<file path="src/rtl/core/btt_pkg.sv">
// Shared types and constants of the block text tokenizer.
package btt_pkg;

  localparam int unsigned NAME_CHARS_DEF = 7;
  localparam int unsigned MAX_DEPTH_DEF  = 255;

  // Character codes
  localparam logic [7:0] CH_NUL   = 8'h00;
  localparam logic [7:0] CH_TAB   = 8'h09;
  localparam logic [7:0] CH_LF    = 8'h0A;
  localparam logic [7:0] CH_SPACE = 8'h20;
  localparam logic [7:0] CH_HASH  = 8'h23;
  localparam logic [7:0] CH_OPEN  = 8'h7B;
  localparam logic [7:0] CH_CLOSE = 8'h7D;

  // Known block names
  localparam int unsigned PLANE_LEN   = 5;
  localparam int unsigned POINT3D_LEN = 7;
  localparam int unsigned CUBE_LEN    = 4;
  localparam logic [7:0] PLANE_STR   [PLANE_LEN]   = '{8'h50, 8'h6C, 8'h61, 8'h6E, 8'h65};
  localparam logic [7:0] POINT3D_STR [POINT3D_LEN] =
    '{8'h50, 8'h6F, 8'h69, 8'h6E, 8'h74, 8'h33, 8'h64};
  localparam logic [7:0] CUBE_STR    [CUBE_LEN]    = '{8'h43, 8'h75, 8'h62, 8'h65};

  typedef enum logic [2:0] {
    KIND_BODY  = 3'd0,
    KIND_OPEN  = 3'd1,
    KIND_CLOSE = 3'd2,
    KIND_ERROR = 3'd3,
    KIND_END   = 3'd4
  } kind_t;

  typedef enum logic [1:0] {
    BLK_PLANE   = 2'd0,
    BLK_POINT3D = 2'd1,
    BLK_CUBE    = 2'd2
  } blk_t;

  typedef enum logic [2:0] {
    ERR_NONE       = 3'd0,
    ERR_BAD_NAME   = 3'd1,
    ERR_STRAY      = 3'd2,
    ERR_UNEXPECTED = 3'd3,
    ERR_TOO_DEEP   = 3'd4
  } err_t;

  typedef enum logic [2:0] {
    PH_NAME = 3'b001,
    PH_BODY = 3'b010,
    PH_HALT = 3'b100
  } phase_t;

  typedef struct packed {
    kind_t      kind;
    blk_t       block_kind;
    logic [7:0] body_byte;
    err_t       error_code;
    logic       final_res;
  } res_t;

  // All results caused by one input byte
  typedef struct packed {
    logic two;
    res_t r0;
    res_t r1;
  } rec_t;

endpackage

</file>
<file path="src/rtl/core/block_text_tokenizer_core.sv">
// Block text tokenizer: byte filter, block name check and brace tracking.
// Results are registered: an accepted beat's results enter the result queue and are offered on m_*.
// Throughput: one input beat per cycle while the two-record result queue has room; the final
//   byte of a stream may cause two result beats, and while both leave, the queue can fill and
//   s_tready drops, as it also does when m_tready is held low.
// Reset (rst, synchronous, active high): parser back to name reading, comment off,
//   depth zero, result queue empty. The final byte of a stream clears the parser the same way.
module block_text_tokenizer_core
  import btt_pkg::*;
#(
  parameter int unsigned NameChars = NAME_CHARS_DEF,  // 7..16
  parameter int unsigned MaxDepth  = MAX_DEPTH_DEF    // 1..65535
) (
  input  logic        clk,
  input  logic        rst,
  input  logic        s_tvalid,
  output logic        s_tready,
  input  logic [7:0]  s_tdata,   // [7:0] ch
  input  logic        s_tlast,   // end_of_text
  output logic        m_tvalid,
  input  logic        m_tready,
  output logic [15:0] m_tdata,   // [1:0] block_kind, [9:2] body_byte, [12:10] error_code
  output logic [2:0]  m_tuser,   // [2:0] kind
  output logic        m_tlast    // final_res
);

  localparam int unsigned LenW   = $clog2(NameChars + 1);
  localparam int unsigned IdxW   = $clog2(NameChars);
  localparam int unsigned DepthW = $clog2(MaxDepth + 1);

  // Parser state
  logic              in_comment, in_comment_next;
  phase_t            phase, phase_next;
  logic [7:0]        name_chars [NameChars];
  logic [LenW-1:0]   name_length, name_length_next;
  logic              name_too_long, name_too_long_next;
  logic [DepthW-1:0] nest_depth, nest_depth_next;

  // Result queue: two records, each one or two result beats
  rec_t       q [2];
  logic       wr_ptr, rd_ptr, sel;
  logic [1:0] cnt;

  logic accept, keep, name_wr, push, pop_beat, pop_rec;
  logic is_plane, is_point3d, is_cube;
  rec_t rec;
  res_t cur;

  assign s_tready = (cnt != 2'd2);
  assign accept   = s_tvalid & s_tready;

  // Name compare against the three known types; bytes past name_length never decide a match
  always_comb begin
    is_plane   = !name_too_long && (name_length == LenW'(PLANE_LEN));
    is_point3d = !name_too_long && (name_length == LenW'(POINT3D_LEN));
    is_cube    = !name_too_long && (name_length == LenW'(CUBE_LEN));
    for (int i = 0; i < PLANE_LEN; i++)
      if (name_chars[i] != PLANE_STR[i]) is_plane = 1'b0;
    for (int i = 0; i < POINT3D_LEN; i++)
      if (name_chars[i] != POINT3D_STR[i]) is_point3d = 1'b0;
    for (int i = 0; i < CUBE_LEN; i++)
      if (name_chars[i] != CUBE_STR[i]) is_cube = 1'b0;
  end

  // Per-byte parse step
  always_comb begin
    res_t r_byte, r_end;
    logic has_byte, has_end;
    r_byte   = '{kind: KIND_BODY, block_kind: BLK_PLANE, body_byte: 8'h00,
                 error_code: ERR_NONE, final_res: 1'b0};
    r_end    = r_byte;
    has_byte = 1'b0;
    has_end  = 1'b0;
    name_wr  = 1'b0;

    in_comment_next    = in_comment;
    phase_next         = phase;
    name_length_next   = name_length;
    name_too_long_next = name_too_long;
    nest_depth_next    = nest_depth;

    keep = 1'b0;
    if (s_tdata == CH_HASH) begin
      in_comment_next = !in_comment;
    end else if (s_tdata != CH_SPACE && s_tdata != CH_LF && s_tdata != CH_NUL &&
                 s_tdata != CH_TAB && !in_comment) begin
      keep = 1'b1;
    end

    if (keep) begin
      case (phase)
        PH_NAME: begin
          if (s_tdata == CH_OPEN) begin
            has_byte = 1'b1;
            if (is_plane || is_point3d || is_cube) begin
              r_byte.kind       = KIND_OPEN;
              r_byte.block_kind = is_plane ? BLK_PLANE : (is_point3d ? BLK_POINT3D : BLK_CUBE);
              phase_next        = PH_BODY;
              nest_depth_next   = '0;
            end else begin
              r_byte.kind       = KIND_ERROR;
              r_byte.error_code = ERR_BAD_NAME;
              phase_next        = PH_HALT;
            end
            name_length_next   = '0;
            name_too_long_next = 1'b0;
          end else if (s_tdata == CH_CLOSE) begin
            has_byte          = 1'b1;
            r_byte.kind       = KIND_ERROR;
            r_byte.error_code = ERR_STRAY;
            phase_next        = PH_HALT;
          end else if (name_length < LenW'(NameChars)) begin
            name_wr          = 1'b1;
            name_length_next = name_length + 1'b1;
          end else begin
            name_too_long_next = 1'b1;
          end
        end
        PH_BODY: begin
          has_byte = 1'b1;
          if (s_tdata == CH_OPEN) begin
            if (nest_depth == DepthW'(MaxDepth)) begin
              r_byte.kind       = KIND_ERROR;
              r_byte.error_code = ERR_TOO_DEEP;
              phase_next        = PH_HALT;
            end else begin
              nest_depth_next  = nest_depth + 1'b1;
              r_byte.body_byte = s_tdata;
            end
          end else if (s_tdata == CH_CLOSE && nest_depth == '0) begin
            r_byte.kind        = KIND_CLOSE;
            phase_next         = PH_NAME;
            name_length_next   = '0;
            name_too_long_next = 1'b0;
          end else begin
            if (s_tdata == CH_CLOSE) nest_depth_next = nest_depth - 1'b1;
            r_byte.body_byte = s_tdata;
          end
        end
        default: ;  // halted: nothing until the final byte
      endcase
    end

    // End of stream
    if (s_tlast) begin
      if (phase != PH_NAME && phase != PH_BODY) begin
        has_end      = 1'b1;
        r_end.kind   = KIND_ERROR;
      end else if (phase_next == PH_BODY ||
                   (phase_next == PH_NAME &&
                    (name_length_next != '0 || name_too_long_next))) begin
        has_end          = 1'b1;
        r_end.kind       = KIND_ERROR;
        r_end.error_code = ERR_UNEXPECTED;
      end else if (phase_next == PH_NAME) begin
        has_end    = 1'b1;
        r_end.kind = KIND_END;
      end
      r_byte.final_res = !has_end;
      r_end.final_res  = 1'b1;
      in_comment_next    = 1'b0;
      phase_next         = PH_NAME;
      name_length_next   = '0;
      name_too_long_next = 1'b0;
      nest_depth_next    = '0;
    end

    rec.two = has_byte & has_end;
    rec.r0  = has_byte ? r_byte : r_end;
    rec.r1  = r_end;
    push    = accept & (has_byte | has_end);
  end

  always_ff @(posedge clk) begin
    if (rst) begin
      in_comment    <= 1'b0;
      phase         <= PH_NAME;
      name_length   <= '0;
      name_too_long <= 1'b0;
      nest_depth    <= '0;
    end else if (accept) begin
      in_comment    <= in_comment_next;
      phase         <= phase_next;
      name_length   <= name_length_next;
      name_too_long <= name_too_long_next;
      nest_depth    <= nest_depth_next;
    end
  end

  // Name bytes carry no reset; bytes past name_length never decide a match
  always_ff @(posedge clk) begin
    if (accept && name_wr) begin
      name_chars[name_length[IdxW-1:0]] <= s_tdata;
    end
  end

  // Output side
  assign m_tvalid = (cnt != 2'd0);
  assign cur      = sel ? q[rd_ptr].r1 : q[rd_ptr].r0;
  assign pop_beat = m_tvalid & m_tready;
  assign pop_rec  = pop_beat & (sel | !q[rd_ptr].two);

  assign m_tdata  = {3'b000, cur.error_code, cur.body_byte, cur.block_kind};
  assign m_tuser  = cur.kind;
  assign m_tlast  = cur.final_res;

  always_ff @(posedge clk) begin
    if (push) begin
      q[wr_ptr] <= rec;
    end
  end

  always_ff @(posedge clk) begin
    if (rst) begin
      wr_ptr <= 1'b0;
      rd_ptr <= 1'b0;
      sel    <= 1'b0;
      cnt    <= 2'd0;
    end else begin
      if (push) wr_ptr <= !wr_ptr;
      if (pop_rec) begin
        rd_ptr <= !rd_ptr;
        sel    <= 1'b0;
      end else if (pop_beat) begin
        sel <= 1'b1;
      end
      cnt <= cnt + {1'b0, push} - {1'b0, pop_rec};
    end
  end

  // Checks
  a_cnt_bound: assert property (@(posedge clk) disable iff (rst) cnt != 2'd3)
    else $error("result queue overfilled");

  a_depth_bound: assert property (@(posedge clk) disable iff (rst)
    nest_depth <= DepthW'(MaxDepth))
    else $error("nest depth above limit");

  a_stall_needs_data: assert property (@(posedge clk) disable iff (rst)
    !s_tready |-> m_tvalid)
    else $error("input stalled with no result pending");

  a_end_resets: assert property (@(posedge clk) disable iff (rst)
    accept && s_tlast |=> phase == PH_NAME && !in_comment && name_length == '0 &&
                          nest_depth == '0)
    else $error("parser not cleared after final byte");

  a_end_pushes: assert property (@(posedge clk) disable iff (rst)
    accept && s_tlast |-> push)
    else $error("final byte produced no result");

endmodule

</file>
<file path="config.mk">
export PLATFORM = sky130hd
export DESIGN_NAME = block_text_tokenizer_core
export DESIGN_NICKNAME = d
export VERILOG_FILES = /design/src/rtl/core/btt_pkg.sv /design/src/rtl/core/block_text_tokenizer_core.sv
export SDC_FILE = /design/constraint.sdc
export NUM_CORES = 1
export LEC_CHECK = 0
export ABC_AREA = 0
export BUFFER_PORTS_ARGS = -buffer_cell sky130_fd_sc_hd__buf_2
export CORE_UTILIZATION = 68
export CTS_BUF_LIST = sky130_fd_sc_hd__clkbuf_8
export CTS_CLUSTER_SIZE = 8
export DETAILED_ROUTE_END_ITERATION = 16
export HOLD_SLACK_MARGIN = 0.03
export PLACE_DENSITY_LB_ADDON = 0.25
export SLEW_MARGIN = 30
export SYNTH_ARGS = -nofsm -noshare
export SYNTH_HDL_FRONTEND = slang
export SYNTH_SLANG_ARGS = --single-unit
</file>
<file path="constraint.sdc">
create_clock -name clk -period 8.3 [get_ports clk]
set_clock_uncertainty 0.2 [all_clocks]
set_input_delay 0.415 -clock clk [delete_from_list [all_inputs] [get_ports clk]]
set_output_delay 0.415 -clock clk [all_outputs]
set_load 0.03 [all_outputs]
</file>
==> flow_summary.html <==
<table>
<tr><th>Metric</th><th>Value</th></tr>
<tr><th colspan="2">CTS</th></tr>
<tr><td>Clock sink count</td><td>122</td></tr>
<tr><td>Post-CTS setup buffer count</td><td>0</td></tr>
<tr><td>Clock transition at the registers of the reported paths</td><td>0.08 ns</td></tr>
<tr><td>H-Tree Depth</td><td>4</td></tr>
<tr><td>Maximum buffer depth of the clock tree</td><td>2</td></tr>
<tr><td>TritonCTS buffer count</td><td>17</td></tr>
<tr><td>Hold buffer count at cts</td><td>0</td></tr>
<tr><td>Clock latency at the later pin of the worst-skew pair</td><td>around 0.44 ns</td></tr>
<tr><td>Post-cts sizing count</td><td>0</td></tr>
<tr><td>Library cell used as clock root buffer</td><td>clkbuf_8</td></tr>
<tr><td>Clock tree from TritonCTS</td><td>built</td></tr>
<tr><th colspan="2">Routing</th></tr>
<tr><td>Via count normalized by instance count</td><td>between 6 and 7</td></tr>
<tr><td>Residual DRC count</td><td>0</td></tr>
<tr><td>Count of vias placed by the detailed router</td><td>~4100</td></tr>
<tr><td>Number of violations reported at the end of detailed-routing iteration 0</td><td>just under 400</td></tr>
<tr><td>Drt pass-1 iters</td><td>7</td></tr>
<tr><td>Average wire per cell in the routed design</td><td>20.38 um</td></tr>
<tr><td>Detail Route met3 WL</td><td>859 um</td></tr>
<tr><td>M1 WL</td><td>5.241 mm</td></tr>
<tr><td>Highest metal layer with signal wires</td><td>met4</td></tr>
<tr><td>Drt total wl</td><td>12.57 mm</td></tr>
<tr><td>Post-DRT Antenna Nets</td><td>0</td></tr>
<tr><td>Met2 routed WL</td><td>a little over 6 mm</td></tr>
<tr><th colspan="2">Logic synthesis</th></tr>
<tr><td>Predominant post-synthesis flop cell</td><td>edfxtp_1</td></tr>
<tr><td>Yosys warnings</td><td>0</td></tr>
<tr><td>Seq/Total Area, Yosys</td><td>0.5922</td></tr>
<tr><td>Register bit count reported by yosys</td><td>122</td></tr>
<tr><td>Count of flip-flops with a built-in enable after synthesis</td><td>100</td></tr>
<tr><td>Async S/R FF share, synth</td><td>0</td></tr>
<tr><td>Count of different cell masters after synthesis</td><td>77</td></tr>
<tr><td>Cell types with the largest area share after synthesis</td><td>edfxtp_1 52%, dfxtp_1 7.6%, nor2_1 3.1%</td></tr>
<tr><td>Arithmetic-cell share of the synthesized area counting full adders, half adders and majority gates</td><td>0.02927</td></tr>
<tr><td>Area fraction in compound gates after synthesis</td><td>0.1119</td></tr>
<tr><td>Synth area leader</td><td>edfxtp_1</td></tr>
<tr><td>Area share of the largest cell type after synthesis</td><td>0.5165</td></tr>
<tr><td>Post-Synthesis Cells</td><td>465</td></tr>
<tr><td>Cell with the most instances after synthesis</td><td>edfxtp_1</td></tr>
<tr><td>Mean area per synthesized cell</td><td>about 13 um2</td></tr>
<tr><td>Top cells by instance count after synthesis</td><td>100 x edfxtp_1, 48 x nor2_1, 23 x nand2_1</td></tr>
<tr><td>Largest family of logic cells by synthesized area</td><td>simple AND/OR/NAND/NOR gates</td></tr>
<tr><td>Area share of xor/xnor cells in the synthesized design</td><td>0.01657</td></tr>
<tr><td>Multiplexer fraction of the synthesized cell area</td><td>0.04584</td></tr>
<tr><td>Combined area of all synthesized cells</td><td>5814 um2</td></tr>
<tr><td>Simple-gate share of the synthesized area</td><td>0.1769</td></tr>
<tr><th colspan="2">Placement</th></tr>
<tr><td>HPWL after detailed placement</td><td>8.819 mm</td></tr>
<tr><td>Count of buffers from port buffering</td><td>31</td></tr>
<tr><td>Post-placement cell count</td><td>585</td></tr>
<tr><td>Routability-driven placement congestion ratio</td><td>0.9524</td></tr>
<tr><th colspan="2">Timing</th></tr>
<tr><td>Setup repair after global routing missed its margin</td><td>no</td></tr>
<tr><td>Final worst-path cycle share</td><td>0.4230</td></tr>
<tr><td>Hold Violations, Final</td><td>0</td></tr>
<tr><td>Setup tns final</td><td>0 ns</td></tr>
<tr><td>Worst slew margin</td><td>0.3407</td></tr>
<tr><td>Actual slew at the worst max-slew pin</td><td>0.9813 ns</td></tr>
<tr><td>Endpoints failing setup</td><td>0</td></tr>
<tr><td>Total count of max-transition violations in the final report</td><td>0</td></tr>
<tr><td>Shortest period the worst path allows</td><td>3.511 ns</td></tr>
<tr><td>Maximum achievable frequency</td><td>about 0.28 GHz</td></tr>
<tr><th colspan="2">Cells and area</th></tr>
<tr><td>Number of nets in the layout</td><td>525</td></tr>
<tr><td>Ratio of cells with drive above 1 in the final layout</td><td>0.1855</td></tr>
<tr><td>Number of standard cells in the final layout excluding fillers</td><td>617</td></tr>
<tr><td>Diode insertion count for antenna repair</td><td>0</td></tr>
<tr><td>Area added between synthesis and finish</td><td>10.89%</td></tr>
<tr><td>Layout Utilization</td><td>0.7808</td></tr>
<tr><th colspan="2">GRT</th></tr>
<tr><td>Total gr overflow</td><td>0</td></tr>
<tr><td>All-layer global routing usage</td><td>0.2980</td></tr>
<tr><td>Wire length of the first global-routing pass</td><td>~20 mm</td></tr>
<tr><td>Initial antenna violation count</td><td>0</td></tr>
<tr><td>Maximum number of pins on one net before global-route repair</td><td>26</td></tr>
<tr><td>Vias in the first global route</td><td>3920</td></tr>
<tr><th colspan="2">Setup path</th></tr>
<tr><td>Worst Path Required</td><td>roughly 8.4 ns</td></tr>
<tr><td>Start-to-end type of the worst setup path</td><td>reg -&gt; reg</td></tr>
<tr><td>Startpoint type of the worst setup path</td><td>flip-flop</td></tr>
<tr><td>Cell with the biggest individual delay on the critical path</td><td>dfxtp_1</td></tr>
<tr><td>Cell chain of the critical path</td><td>ha_1 -&gt; ha_1 -&gt; nor4b_1 -&gt; nand4_1 -&gt; or4_4 -&gt; a21oi_1 -&gt; o211ai_1 -&gt; a21oi_2 -&gt; o32ai_1</td></tr>
<tr><td>CP Data Arrival Time</td><td>approximately 3.6 ns</td></tr>
<tr><td>Cell family contributing the most delay on the critical path</td><td>simple AND/OR/NAND/NOR gates</td></tr>
<tr><td>Critical path buffer and inverter count</td><td>0</td></tr>
<tr><td>Crit path capture type</td><td>flip-flop</td></tr>
<tr><td>Most common cell type on the critical path</td><td>ha_1</td></tr>
<tr><td>Crit path max fanout</td><td>13</td></tr>
<tr><td>Largest incremental delay on the critical path</td><td>around 0.65 ns</td></tr>
<tr><th colspan="2">Worst hold path</th></tr>
<tr><td>Worst min-delay path category</td><td>in -&gt; reg</td></tr>
<tr><th colspan="2">Die</th></tr>
<tr><td>Die width</td><td>94.47 um</td></tr>
<tr><td>Starting density of the core</td><td>0.7041</td></tr>
<tr><td>Area of the core</td><td>roughly 8300 um2</td></tr>
<tr><td>Number of rows created at floorplan</td><td>33</td></tr>
<tr><td>IO Count</td><td>35</td></tr>
<tr><td>Chip height</td><td>94.47 um</td></tr>
<tr><td>Total Die Area</td><td>8925 um2</td></tr>
<tr><th colspan="2">Power</th></tr>
<tr><td>Pwr/cell area</td><td>243.0 nW/um2</td></tr>
<tr><td>Sum of internal, switching and leakage power</td><td>between 1.5 and 2 mW</td></tr>
<tr><td>Peak supply drop</td><td>145.7 uV</td></tr>
<tr><td>Leak</td><td>2.305 nW</td></tr>
<tr><th colspan="2">Flow run</th></tr>
<tr><td>Max-cap viol count</td><td>0</td></tr>
<tr><th colspan="2">Outcome</th></tr>
<tr><td>Outcome</td><td>finished clean</td></tr>
</table>
[kinds of logic after synthesis]
group,count (synthesis)
flops,122
buf+inv,38
fa+ha+maj,13
other cells,1
simple gates,173
mux,19
compound gates,88
xor+xnor,11
[per-stage QoR]
stage	hold slack [ns]	area [um2]	setup slack, ns
after floorplan	0.2792	5822	4.878
after global placement	0.2979	6040	4.679
after detailed placement	0.3034	6051	4.448
after CTS	0.1307	6427	4.876
after global routing	0.1422	6447	4.546
final	0.1323	6447	4.789
[routing by layer]
layer  track usage  vias to the layer above
li1              -                     1874
met1        0.3925                     1967
met2        0.4903                      195
met3       0.05958                       25
met4        0.1124                        0
met5             0                        -
[state kept, by name, summed over array words and instances, names as in the netlist, named ones only]
| signal | flops |
|---|---|
| in_comment | 1 |
| phase | 3 |
| rd_ptr | 1 |
| cnt | 2 |
| sel | 1 |
| name_length | 3 |
| wr_ptr | 1 |
| name_chars | 56 |
| nest_depth | 8 |
| name_too_long | 1 |
| q | 44 |
[cells in the final DEF (no fill, tap or decap), types with 7 or more instances in the layout]
master and instances:
a211oi_1 7, dfxtp_1 21, and3_1 11, a21oi_1 17, inv_1 17, edfxtp_1 100, ha_1 12, clkbuf_8 17
buf_2 31, nor2_1 48, nor3_1 7, nor4bb_1 7, nand2b_1 8, xnor2_1 8, mux2i_1 12, nand3_1 7
nand2_1 23
[where the power goes]
group          internal, mW  leakage (nW)  switching (mW)
Clock                 0.242         0.192           0.257
Sequential            0.713          1.10          0.0425
Combinational         0.113          1.01           0.199
[final timing paths]
kind	start	end	slack, ns	cells after the start
setup / recovery	name_length[1]	nest_depth[3]	4.79	9
hold / removal	m_tready	sel	0.13	3
setup reg to reg	name_length[1]	nest_depth[3]	4.79	9
hold reg to reg	nest_depth[3]	nest_depth[3]	0.32	2
[worst register-to-register path, delay by kind of cell (launching register included)]
family	cells	cell delay, ns
adder cells (fa/ha/maj)	2	0.42
AND/OR/NAND/NOR	3	1.15
flip-flops	1	0.65
AO/OA/AOI/OAI	4	0.96
[area by class of cell]
cell class | instances | area (um2)
clock inverter | 15 | 142.6
inverter | 17 | 63.81
timing repair buffer | 34 | 177.7
clock buffer | 17 | 234.0
multi-input combinational | 307 | 2253
fill | 507 | 1810
sequential | 122 | 3445
tap | 105 | 131.4
Note: power is estimated with default switching activity, not from simulation.
